**config.mk**
```make
export PLATFORM = sky130hd
export DESIGN_NAME = lru_byte_budget_cache_unit_flat
export DESIGN_NICKNAME = d
export VERILOG_FILES = /design/src/rtl/core/lbbc_pkg.sv /design/src/rtl/core/lbbc_if.sv /design/src/rtl/core/lru_byte_budget_cache_unit.sv /design/src/rtl/core/lbbc_front.sv /design/src/rtl/core/lbbc_back.sv /design/src/flat_wrapper.sv
export SDC_FILE = /design/constraint.sdc
export NUM_CORES = 2
export LEC_CHECK = 0
export BUFFER_PORTS_ARGS = -buffer_cell sky130_fd_sc_hd__buf_2
export CAP_MARGIN = 20
export CORE_ASPECT_RATIO = 1.5
export CORE_MARGIN = 1.5
export CORE_UTILIZATION = 63
export DETAILED_ROUTE_END_ITERATION = 16
export PLACE_DENSITY = 0.88
export SETUP_SLACK_MARGIN = 0.02
export SKIP_LAST_GASP = 1
export SLEW_MARGIN = 20
export SYNTH_ARGS = -nofsm -noshare
export SYNTH_HDL_FRONTEND = slang
export SYNTH_SLANG_ARGS = --single-unit
```
**constraint.sdc**
```tcl
create_clock -name clk -period 10.5 [get_ports clk]
set_input_delay 1.05 -clock clk [delete_from_list [all_inputs] [get_ports clk]]
set_output_delay 1.05 -clock clk [all_outputs]
set_load 0.02 [all_outputs]
```
**src/rtl/core/lbbc_pkg.sv**
```systemverilog
// ----------------------------------------------------------------------------
// lbbc_pkg: shared types and constants
// Field widths, opcode and status codes, and the front-to-back command record.
// ----------------------------------------------------------------------------
package lbbc_pkg;

    localparam int KEY_W    = 32;
    localparam int BYTES_W  = 20;
    localparam int HANDLE_W = 32;
    localparam int TOTAL_W  = 24;
    localparam int USE_W    = 25;
    localparam int EVICT_W  = 5;
    localparam int STATUS_W = 2;
    localparam int CFG_W    = 24;
    localparam int ENTRIES_DEFAULT = 16;

    localparam logic       OP_LOOKUP = 1'b0;
    localparam logic       OP_INSERT = 1'b1;

    localparam logic [1:0] ST_HIT      = 2'd0;
    localparam logic [1:0] ST_MISS     = 2'd1;
    localparam logic [1:0] ST_INSERTED = 2'd2;
    localparam logic [1:0] ST_REJECTED = 2'd3;

    localparam logic       CFG_MAX_TOTAL = 1'b0;
    localparam logic       CFG_MAX_ITEM  = 1'b1;

    typedef struct packed {
        logic                opcode;
        logic                reject;
        logic [KEY_W-1:0]    key;
        logic [BYTES_W-1:0]  item_bytes;
        logic [HANDLE_W-1:0] data_handle;
    } cmd_t;

endpackage

```
**src/rtl/core/lbbc_if.sv**
```systemverilog
// ----------------------------------------------------------------------------
// lbbc_in_if / lbbc_out_if: valid-ready channels
// Request and response channels of the cache.
// ----------------------------------------------------------------------------
interface lbbc_in_if;
    logic                            valid;
    logic                            ready;
    logic                            opcode;
    logic [lbbc_pkg::KEY_W-1:0]      key;
    logic [lbbc_pkg::BYTES_W-1:0]    item_bytes;
    logic [lbbc_pkg::HANDLE_W-1:0]   data_handle;
    modport source (output valid, opcode, key, item_bytes, data_handle, input ready);
    modport sink   (input valid, opcode, key, item_bytes, data_handle, output ready);
endinterface

interface lbbc_out_if;
    logic                            valid;
    logic                            ready;
    logic [lbbc_pkg::STATUS_W-1:0]   status;
    logic [lbbc_pkg::BYTES_W-1:0]    found_bytes;
    logic [lbbc_pkg::HANDLE_W-1:0]   found_handle;
    logic [lbbc_pkg::EVICT_W-1:0]    evicted_count;
    modport source (output valid, status, found_bytes, found_handle, evicted_count,
                    input ready);
    modport sink   (input valid, status, found_bytes, found_handle, evicted_count,
                    output ready);
endinterface

```
**src/rtl/core/lru_byte_budget_cache_unit.sv**
```systemverilog
// ----------------------------------------------------------------------------
// lru_byte_budget_cache_unit: LRU cache with byte budget
// Keyed LRU table of handles; inserts evict least-recent entries to budget.
//
//   channel | dir | transaction
//   req     | in  | opcode, key, item_bytes, data_handle
//   rsp     | out | status, found_bytes, found_handle, evicted_count
//   cfg     | in  | cfg_we, cfg_index, cfg_data (write only)
//
// Lookup and reject: the response is registered in the match state after acceptance.
// Insert: match, then evictions for budget (at most ENTRIES), one per
// cycle through the shared least-recent search, then a full-table eviction, then store.
// Reset empties the table at once. A two-deep queue holds requests while
// the sequencer or a stalled response is busy.
// ----------------------------------------------------------------------------
module lru_byte_budget_cache_unit #(
    parameter int ENTRIES = lbbc_pkg::ENTRIES_DEFAULT
) (
    input  logic                        clk,
    input  logic                        rst_n,
    input  logic                        cfg_we,
    input  logic                        cfg_index,
    input  logic [lbbc_pkg::CFG_W-1:0]  cfg_data,
    lbbc_in_if.sink                     req,
    lbbc_out_if.source                  rsp
);
    import lbbc_pkg::*;

    logic [TOTAL_W-1:0] max_total_reg;
    logic [BYTES_W-1:0] max_item_reg;
    logic               cmd_valid, cmd_ready;
    cmd_t               cmd;

    always_ff @(posedge clk or negedge rst_n)
    begin
        if (!rst_n)
        begin
            max_total_reg <= '1;
            max_item_reg  <= '1;
        end
        else if (cfg_we)
        begin
            unique case (cfg_index)
                CFG_MAX_TOTAL: max_total_reg <= cfg_data;
                CFG_MAX_ITEM:  max_item_reg  <= cfg_data[BYTES_W-1:0];
                default: ;
            endcase
        end
    end

    lbbc_front u_front (
        .clk            (clk),
        .rst_n          (rst_n),
        .size_cap       (max_item_reg),
        .req            (req),
        .cmd_valid      (cmd_valid),
        .cmd_ready      (cmd_ready),
        .cmd            (cmd)
    );

    lbbc_back #(.ENTRIES(ENTRIES)) u_back (
        .clk             (clk),
        .rst_n           (rst_n),
        .max_total_bytes (max_total_reg),
        .cmd_valid       (cmd_valid),
        .cmd_ready       (cmd_ready),
        .cmd             (cmd),
        .rsp             (rsp)
    );

    a_rsp_hold: assert property (@(posedge clk) disable iff (!rst_n)
        rsp.valid && !rsp.ready |=> rsp.valid && $stable(rsp.status))
        else $error("response dropped while stalled");
    a_miss_zero: assert property (@(posedge clk) disable iff (!rst_n)
        rsp.valid && rsp.status != ST_HIT |-> rsp.found_bytes == '0 && rsp.found_handle == '0)
        else $error("nonzero payload on non-hit");
    a_evict_insert: assert property (@(posedge clk) disable iff (!rst_n)
        rsp.valid && rsp.status != ST_INSERTED |-> rsp.evicted_count == '0)
        else $error("evictions reported without insert");

endmodule

```
**src/rtl/core/lbbc_front.sv**
```systemverilog
// ----------------------------------------------------------------------------
// lbbc_front: request intake and classification
// Accepts transactions, flags oversized inserts, and feeds a two-entry queue.
// ----------------------------------------------------------------------------
module lbbc_front (
    input  logic                          clk,
    input  logic                          rst_n,
    input  logic [lbbc_pkg::BYTES_W-1:0]  size_cap,
    lbbc_in_if.sink                       req,
    output logic                          cmd_valid,
    input  logic                          cmd_ready,
    output lbbc_pkg::cmd_t                cmd
);
    import lbbc_pkg::*;

    cmd_t        q_reg [2];
    logic        wr_ptr_reg, wr_ptr_next;
    logic        rd_ptr_reg, rd_ptr_next;
    logic [1:0]  cnt_reg, cnt_next;
    logic        push, pop;
    cmd_t        in_cmd;

    assign req.ready = (cnt_reg != 2'd2);
    assign push      = req.valid && req.ready;
    assign cmd_valid = (cnt_reg != 2'd0);
    assign pop       = cmd_valid && cmd_ready;
    assign cmd       = q_reg[rd_ptr_reg];

    always_comb
    begin
        in_cmd.opcode      = req.opcode;
        in_cmd.reject      = (req.opcode == OP_INSERT) && (req.item_bytes > size_cap);
        in_cmd.key         = req.key;
        in_cmd.item_bytes  = req.item_bytes;
        in_cmd.data_handle = req.data_handle;
        wr_ptr_next = push ? ~wr_ptr_reg : wr_ptr_reg;
        rd_ptr_next = pop ? ~rd_ptr_reg : rd_ptr_reg;
        cnt_next    = cnt_reg + {1'b0, push} - {1'b0, pop};
    end

    always_ff @(posedge clk or negedge rst_n)
    begin
        if (!rst_n)
        begin
            wr_ptr_reg <= 1'b0;
            rd_ptr_reg <= 1'b0;
            cnt_reg    <= 2'd0;
        end
        else
        begin
            wr_ptr_reg <= wr_ptr_next;
            rd_ptr_reg <= rd_ptr_next;
            cnt_reg    <= cnt_next;
        end
    end

    always_ff @(posedge clk)
    begin
        if (push)
            q_reg[wr_ptr_reg] <= in_cmd;
    end

endmodule

```
**src/rtl/core/lbbc_back.sv**
```systemverilog
// ----------------------------------------------------------------------------
// lbbc_back: cache table and sequencer
// Parallel key match, then one eviction of the least-recent entry per cycle.
// ----------------------------------------------------------------------------
module lbbc_back #(
    parameter int ENTRIES = lbbc_pkg::ENTRIES_DEFAULT
) (
    input  logic                          clk,
    input  logic                          rst_n,
    input  logic [lbbc_pkg::TOTAL_W-1:0]  max_total_bytes,
    input  logic                          cmd_valid,
    output logic                          cmd_ready,
    input  lbbc_pkg::cmd_t                cmd,
    lbbc_out_if.source                    rsp
);
    import lbbc_pkg::*;

    localparam int IDX_W = (ENTRIES > 1) ? $clog2(ENTRIES) : 1;

    localparam logic [2:0] S_IDLE  = 3'd0;
    localparam logic [2:0] S_MATCH = 3'd1;
    localparam logic [2:0] S_EVICT = 3'd2;
    localparam logic [2:0] S_FULL  = 3'd3;
    localparam logic [2:0] S_STORE = 3'd4;

    logic [2:0]           state_reg, state_next;
    cmd_t                 cur_reg;
    logic [ENTRIES-1:0]   valid_reg;
    logic [KEY_W-1:0]     key_mem    [ENTRIES];
    logic [BYTES_W-1:0]   bytes_mem  [ENTRIES];
    logic [HANDLE_W-1:0]  handle_mem [ENTRIES];
    logic [IDX_W-1:0]     rank_mem   [ENTRIES];
    logic [USE_W-1:0]     use_reg;
    logic [EVICT_W-1:0]   evict_reg;

    logic                 out_valid_reg;
    logic [STATUS_W-1:0]  out_status_reg;
    logic [BYTES_W-1:0]   out_bytes_reg;
    logic [HANDLE_W-1:0]  out_handle_reg;
    logic [EVICT_W-1:0]   out_evict_reg;

    logic                 hit;
    logic [IDX_W-1:0]     hit_idx;
    logic                 any_valid, any_free;
    logic [IDX_W-1:0]     old_idx, free_idx;
    logic [IDX_W-1:0]     last_rank;
    logic [USE_W-1:0]     use_add;
    logic                 over;

    // valid ranks always form 0..n-1, so the least-recent entry holds rank n-1
    always_comb
    begin
        hit = 1'b0; hit_idx = '0;
        any_free = 1'b0; free_idx = '0;
        old_idx = '0;
        any_valid = |valid_reg;
        last_rank = IDX_W'($countones(valid_reg) - 1);
        for (int i = ENTRIES - 1; i >= 0; i--)
        begin
            if (valid_reg[i] && key_mem[i] == cur_reg.key)
            begin
                hit = 1'b1; hit_idx = IDX_W'(i);
            end
            if (!valid_reg[i])
            begin
                any_free = 1'b1; free_idx = IDX_W'(i);
            end
            if (valid_reg[i] && rank_mem[i] == last_rank)
                old_idx = IDX_W'(i);
        end
        use_add = use_reg + USE_W'(cur_reg.item_bytes);
        over    = use_reg > USE_W'(max_total_bytes);
    end

    assign cmd_ready     = (state_reg == S_IDLE) && !out_valid_reg;
    assign rsp.valid         = out_valid_reg;
    assign rsp.status        = out_status_reg;
    assign rsp.found_bytes   = out_bytes_reg;
    assign rsp.found_handle  = out_handle_reg;
    assign rsp.evicted_count = out_evict_reg;

    always_comb
    begin
        state_next = state_reg;
        unique case (state_reg)
            S_IDLE:  if (cmd_valid && cmd_ready) state_next = S_MATCH;
            S_MATCH:
                if (cur_reg.opcode == OP_LOOKUP || cur_reg.reject) state_next = S_IDLE;
                else state_next = S_EVICT;
            S_EVICT: if (!over || !any_valid) state_next = S_FULL;
            S_FULL:  state_next = S_STORE;
            S_STORE: state_next = S_IDLE;
            default: state_next = S_IDLE;
        endcase
    end

    always_ff @(posedge clk or negedge rst_n)
    begin
        if (!rst_n)
        begin
            state_reg     <= S_IDLE;
            valid_reg     <= '0;
            use_reg       <= '0;
            out_valid_reg <= 1'b0;
        end
        else
        begin
            state_reg <= state_next;
            if (rsp.valid && rsp.ready)
                out_valid_reg <= 1'b0;
            unique case (state_reg)
                S_MATCH:
                begin
                    if (cur_reg.opcode == OP_LOOKUP || cur_reg.reject)
                        out_valid_reg <= 1'b1;
                    else if (hit)
                    begin
                        valid_reg[hit_idx] <= 1'b0;
                        use_reg <= use_add - USE_W'(bytes_mem[hit_idx]);
                    end
                    else
                        use_reg <= use_add;
                end
                S_EVICT:
                    if (over && any_valid)
                    begin
                        valid_reg[old_idx] <= 1'b0;
                        use_reg <= use_reg - USE_W'(bytes_mem[old_idx]);
                    end
                S_FULL:
                    if (!any_free)
                    begin
                        valid_reg[old_idx] <= 1'b0;
                        use_reg <= use_reg - USE_W'(bytes_mem[old_idx]);
                    end
                S_STORE:
                begin
                    valid_reg[free_idx] <= 1'b1;
                    out_valid_reg <= 1'b1;
                end
                default: ;
            endcase
        end
    end

    // ranks are compacted when a hit is removed and evictions take the top rank, so valid entries hold 0..n-1
    always_ff @(posedge clk)
    begin
        if (state_reg == S_IDLE && cmd_valid && cmd_ready)
        begin
            cur_reg   <= cmd;
            evict_reg <= '0;
        end
        unique case (state_reg)
            S_MATCH:
            begin
                out_bytes_reg  <= '0;
                out_handle_reg <= '0;
                out_evict_reg  <= '0;
                if (cur_reg.opcode == OP_LOOKUP)
                begin
                    out_status_reg <= hit ? ST_HIT : ST_MISS;
                    if (hit)
                    begin
                        out_bytes_reg  <= bytes_mem[hit_idx];
                        out_handle_reg <= handle_mem[hit_idx];
                        for (int i = 0; i < ENTRIES; i++)
                            if (valid_reg[i] && rank_mem[i] < rank_mem[hit_idx])
                                rank_mem[i] <= rank_mem[i] + 1'b1;
                        rank_mem[hit_idx] <= '0;
                    end
                end
                else if (cur_reg.reject)
                    out_status_reg <= ST_REJECTED;
                else if (hit)
                    for (int i = 0; i < ENTRIES; i++)
                        if (valid_reg[i] && rank_mem[i] > rank_mem[hit_idx])
                            rank_mem[i] <= rank_mem[i] - 1'b1;
            end
            S_EVICT:
                if (over && any_valid)
                begin
                    if (evict_reg != '1)
                        evict_reg <= evict_reg + 1'b1;
                end
            S_FULL:
                if (!any_free && evict_reg != '1)
                    evict_reg <= evict_reg + 1'b1;
            S_STORE:
            begin
                for (int i = 0; i < ENTRIES; i++)
                    if (valid_reg[i])
                        rank_mem[i] <= rank_mem[i] + 1'b1;
                key_mem[free_idx]    <= cur_reg.key;
                bytes_mem[free_idx]  <= cur_reg.item_bytes;
                handle_mem[free_idx] <= cur_reg.data_handle;
                rank_mem[free_idx]   <= '0;
                out_status_reg       <= ST_INSERTED;
                out_evict_reg        <= evict_reg;
            end
            default: ;
        endcase
    end

endmodule
```
**src/flat_wrapper.sv**
```systemverilog
// flat-port wrapper written by rule: the top's interface ports become plain ports
module lru_byte_budget_cache_unit_flat import lbbc_pkg::*;
#(
    parameter int ENTRIES = lbbc_pkg::ENTRIES_DEFAULT
)
  (clk, rst_n, cfg_we, cfg_index, cfg_data, req_valid, req_opcode, req_key, req_item_bytes, req_data_handle, req_ready, rsp_valid, rsp_status, rsp_found_bytes, rsp_found_handle, rsp_evicted_count, rsp_ready);
  lbbc_in_if req_i ();
  lbbc_out_if rsp_i ();
  input  logic clk;
  input  logic rst_n;
  input  logic cfg_we;
  input  logic cfg_index;
  input  logic [lbbc_pkg::CFG_W-1:0] cfg_data;
  input wire logic [$bits(req_i.valid)-1:0] req_valid;
  input wire logic [$bits(req_i.opcode)-1:0] req_opcode;
  input wire logic [$bits(req_i.key)-1:0] req_key;
  input wire logic [$bits(req_i.item_bytes)-1:0] req_item_bytes;
  input wire logic [$bits(req_i.data_handle)-1:0] req_data_handle;
  output wire logic [$bits(req_i.ready)-1:0] req_ready;
  output wire logic [$bits(rsp_i.valid)-1:0] rsp_valid;
  output wire logic [$bits(rsp_i.status)-1:0] rsp_status;
  output wire logic [$bits(rsp_i.found_bytes)-1:0] rsp_found_bytes;
  output wire logic [$bits(rsp_i.found_handle)-1:0] rsp_found_handle;
  output wire logic [$bits(rsp_i.evicted_count)-1:0] rsp_evicted_count;
  input wire logic [$bits(rsp_i.ready)-1:0] rsp_ready;
  assign req_i.valid = req_valid;
  assign req_i.opcode = req_opcode;
  assign req_i.key = req_key;
  assign req_i.item_bytes = req_item_bytes;
  assign req_i.data_handle = req_data_handle;
  assign req_ready = req_i.ready;
  assign rsp_valid = rsp_i.valid;
  assign rsp_status = rsp_i.status;
  assign rsp_found_bytes = rsp_i.found_bytes;
  assign rsp_found_handle = rsp_i.found_handle;
  assign rsp_evicted_count = rsp_i.evicted_count;
  assign rsp_i.ready = rsp_ready;
  lru_byte_budget_cache_unit #(.ENTRIES(ENTRIES)) u_core (.clk(clk), .rst_n(rst_n), .cfg_we(cfg_we), .cfg_index(cfg_index), .cfg_data(cfg_data), .req(req_i), .rsp(rsp_i));
endmodule
```
==> results.md <==
- Status: finished clean
- Sequential share of the synthesized area: 0.628
- CP most frequent cell: fa_1
- CP Launch Type: flop
- Initial antenna violation count: 9
- Synth cell types: 103
- RD Place Congestion: 1.01
- Max-slew violation count: 0
- Layout cell share with drive strength beyond 1: 0.159
- Hold Crit Class: in2async
- Sequential Area: 0.0536 sq mm
- Remaining antenna violation count: 0
- # IOs: 176
- CP Capture Type: flop
- Largest net degree at the start of global routing: 70
- Global-route wire length before repair: 363000 um
- I/O Buffers: 175
- DP Worst Slack: 113 ps
- Final setup fails: 0
- Vias: 57400
- Post-synth top area cell: edfxtp_1
- Post-synthesis cell area: 0.0854 sq mm
- Maximum clock frequency: 0.0991 GHz
- Worst Path Arrival: 10800 ps
- Cells after Synth: 5982
- Row count: 165
- Async S/R FF share, synth: 0.0510
- Critical path buffers and inverters: 5
- Num CTS Buffers: 163
- Delay-heaviest family, CP: adder cells
- Starting Density: 0.634
- Top Registers: u_core.u_back.handle_mem x512, u_core.u_back.key_mem x512, u_core.u_back.bytes_mem x320
- Pwr Density: 250 mW/mm^2
- DRC Markers: 0
- Tcrit/Tclk final: 0.961
- Worst flop-to-flop path startpoint: u_core.u_back.valid_reg[10]
- Synth top area cells: edfxtp_1, xor2_1, mux2i_1
- Slew headroom: 0.212
- Final min period: 10090 ps
- Critical Path Max Stage Delay: 730 ps
- Fin Setup TNS: 0 ps
- Leakage power: 33.2 nW
- RSZ-0062 raised after global routing: no
- Synth Flop Type: edfxtp_1
- Dpl hpwl: 155000 um
- RR Endpoint: u_core.u_back.use_reg[22]
- Die ar.: 0.138 sq mm
- Core area: 0.135 sq mm
- Skew-Pair Late Insertion Delay: 850 ps
- Peak VDD IR: 0.000288 V
- Root Buffer Master: clkbuf_16
- Area Overhead vs Synth: 10.7%
- Syn Area/Cell: 14.3 sq um
- Synth Net Count: 6326
- DR iter-0 viols: 7715
- Fin. Hold Viols: 0
- Die Y: 454 um
- Register bit total from synthesis: 1823
- Avg Vias per Cell: 7.04
- Max_cap viols: 0
- Worst Reg-to-Reg Cells: 33
- Remaining global-route overflow: 0
- Skew final: 61.2 ps
- Drt total wl: 251000 um
- Worst path slowest cell: nor3_1
- Clock sink count: 1823
- Vias in the first global route: 58000
- Total GRT Usage: 0.357
- Setup ws final: 413 ps
- Multi-input gate area in the final layout: 0.0300 sq mm
- Worst Path Required: 11220 ps
- Clock transition at the registers of the reported paths: 70 ps
- Slew @ Worst Pin: 1180 ps
- Critical Path Fanout Max: 10
- Worst R2R Setup Slack: 410 ps
- Critical path class: reg2reg
- EDFF count, synth: 1661
- DR pass1 iterations: 9
- Max clock buf depth: 3
- Ys Warns: 0
- WL/cell: 30.8 um
- TritonCTS clock tree: built
- Final nets: 6599
- Top-area cell type share of the netlist area: 0.584
- Die span in x: 304 um
- H-tree depth: 4
- Fillers: 8151
-- layout by cell type (no fill, tap or decap), drive strengths merged, types with 44 or more instances in the layout --
cell type  netlist  final
a21o            53     53
a21oi          176    176
a222oi          65     65
buf            166    395
clkbuf         122    200
clkinv           0     62
dfrtp           49     49
dfstp           44     44
dfxtp           69     69
edfxtp        1661   1661
ha             208    208
inv            154    162
mux2           299    299
mux2i          412    412
nand2          190    190
nand2b          51     51
nand3          108    108
nand4          119    119
nor2           176    176
nor3           101    101
nor4           205    205
o21a            51     51
o21ai          164    164
o22ai          105    105
xnor2          168    168
xor2           498    498
-- per-stage QoR --
stage               power (mW)  hold slack, ps  area [sq um]  utilization  instances
global route              24.4             135         94600        0.702       8145
CTS                       23.4             123         94400        0.701       8135
floorplan                 14.8             451         85400            -       5982
finish                    23.6             136         94600        0.703       8149
global placement          16.9             475         88900        0.660       7834
detailed placement        17.2             495         88900        0.661       7836
-- synthesized netlist by cell type, drive strengths merged (108+ instances only) --
cell	number
xor2	498
nand2	190
a21oi	176
nor2	176
mux2i	412
buf	166
mux2	299
nand4	119
nand3	108
nor4	205
ha	208
clkbuf	122
o21ai	164
inv	154
xnor2	168
edfxtp	1661
-- how the worst max path moves through the flow --
stage                                startpoint                        end  depth (start not counted)
finish              u_core.u_back.valid_reg[10]  u_core.u_back.use_reg[22]                         33
global route        u_core.u_back.valid_reg[10]  u_core.u_back.use_reg[24]                         33
CTS                 u_core.u_back.valid_reg[10]  u_core.u_back.use_reg[22]                         32
detailed placement  u_core.u_back.valid_reg[10]  u_core.u_back.use_reg[22]                         32
global placement    u_core.u_back.valid_reg[10]  u_core.u_back.use_reg[22]                         32
floorplan            u_core.u_back.state_reg[2]   u_core.u_back.cur_reg[0]                          3
-- cells by family after synthesis --
logic type | share of synthesized area
flip-flops | 0.628
multiplexers | 0.0887
adder cells (fa/ha/maj) | 0.0354
XOR/XNOR | 0.0728
AND/OR/NAND/NOR | 0.0756
buffers and inverters | 0.0244
AO/OA/AOI/OAI | 0.0750
-- per-layer routing --
metal / global-route usage / part of all wire / vias to the layer above
met5: 0 / 0.00019 / -
met4: 0.279 / 0.089 / 6
met3: 0.0883 / 0.11 / 1374
met2: 0.584 / 0.47 / 4583
met1: 0.405 / 0.32 / 27700
li1: - / - / 23700
-- repair_timing --
item,4_1_cts,5_1_grt
setup buffers,0,5
resized for setup,0,6
setup endpoints to repair,0,4
hold buffers,0,0
-- power breakdown --
group | switching, mW | internal (mW)
Sequential | 1.10 | 9.34
Clock | 2.76 | 3.39
Combinational | 4.48 | 2.57
-- area by class of cell --
cell class / count / area share
antenna: 7 / 0.000185
clock buffer: 199 / 0.0466
clock inverter: 100 / 0.0113
inverter: 154 / 0.00611
multi-input combinational: 3717 / 0.317
sequential: 1823 / 0.567
tap: 1753 / 0.0232
timing repair buffer: 396 / 0.0282
-- worst reg2reg max path: cells and delay by family (launching register included) --
kind / cells / cell delay (ps)
AOI/OAI and AO/OA: 10 / 2510
and+or+nand+nor: 8 / 2270
buffers and inverters: 5 / 700
xor gates and xnor gates: 2 / 480
adders and majority gates: 8 / 3640
DFF: 1 / 400
(Power assumes the default switching activity.)
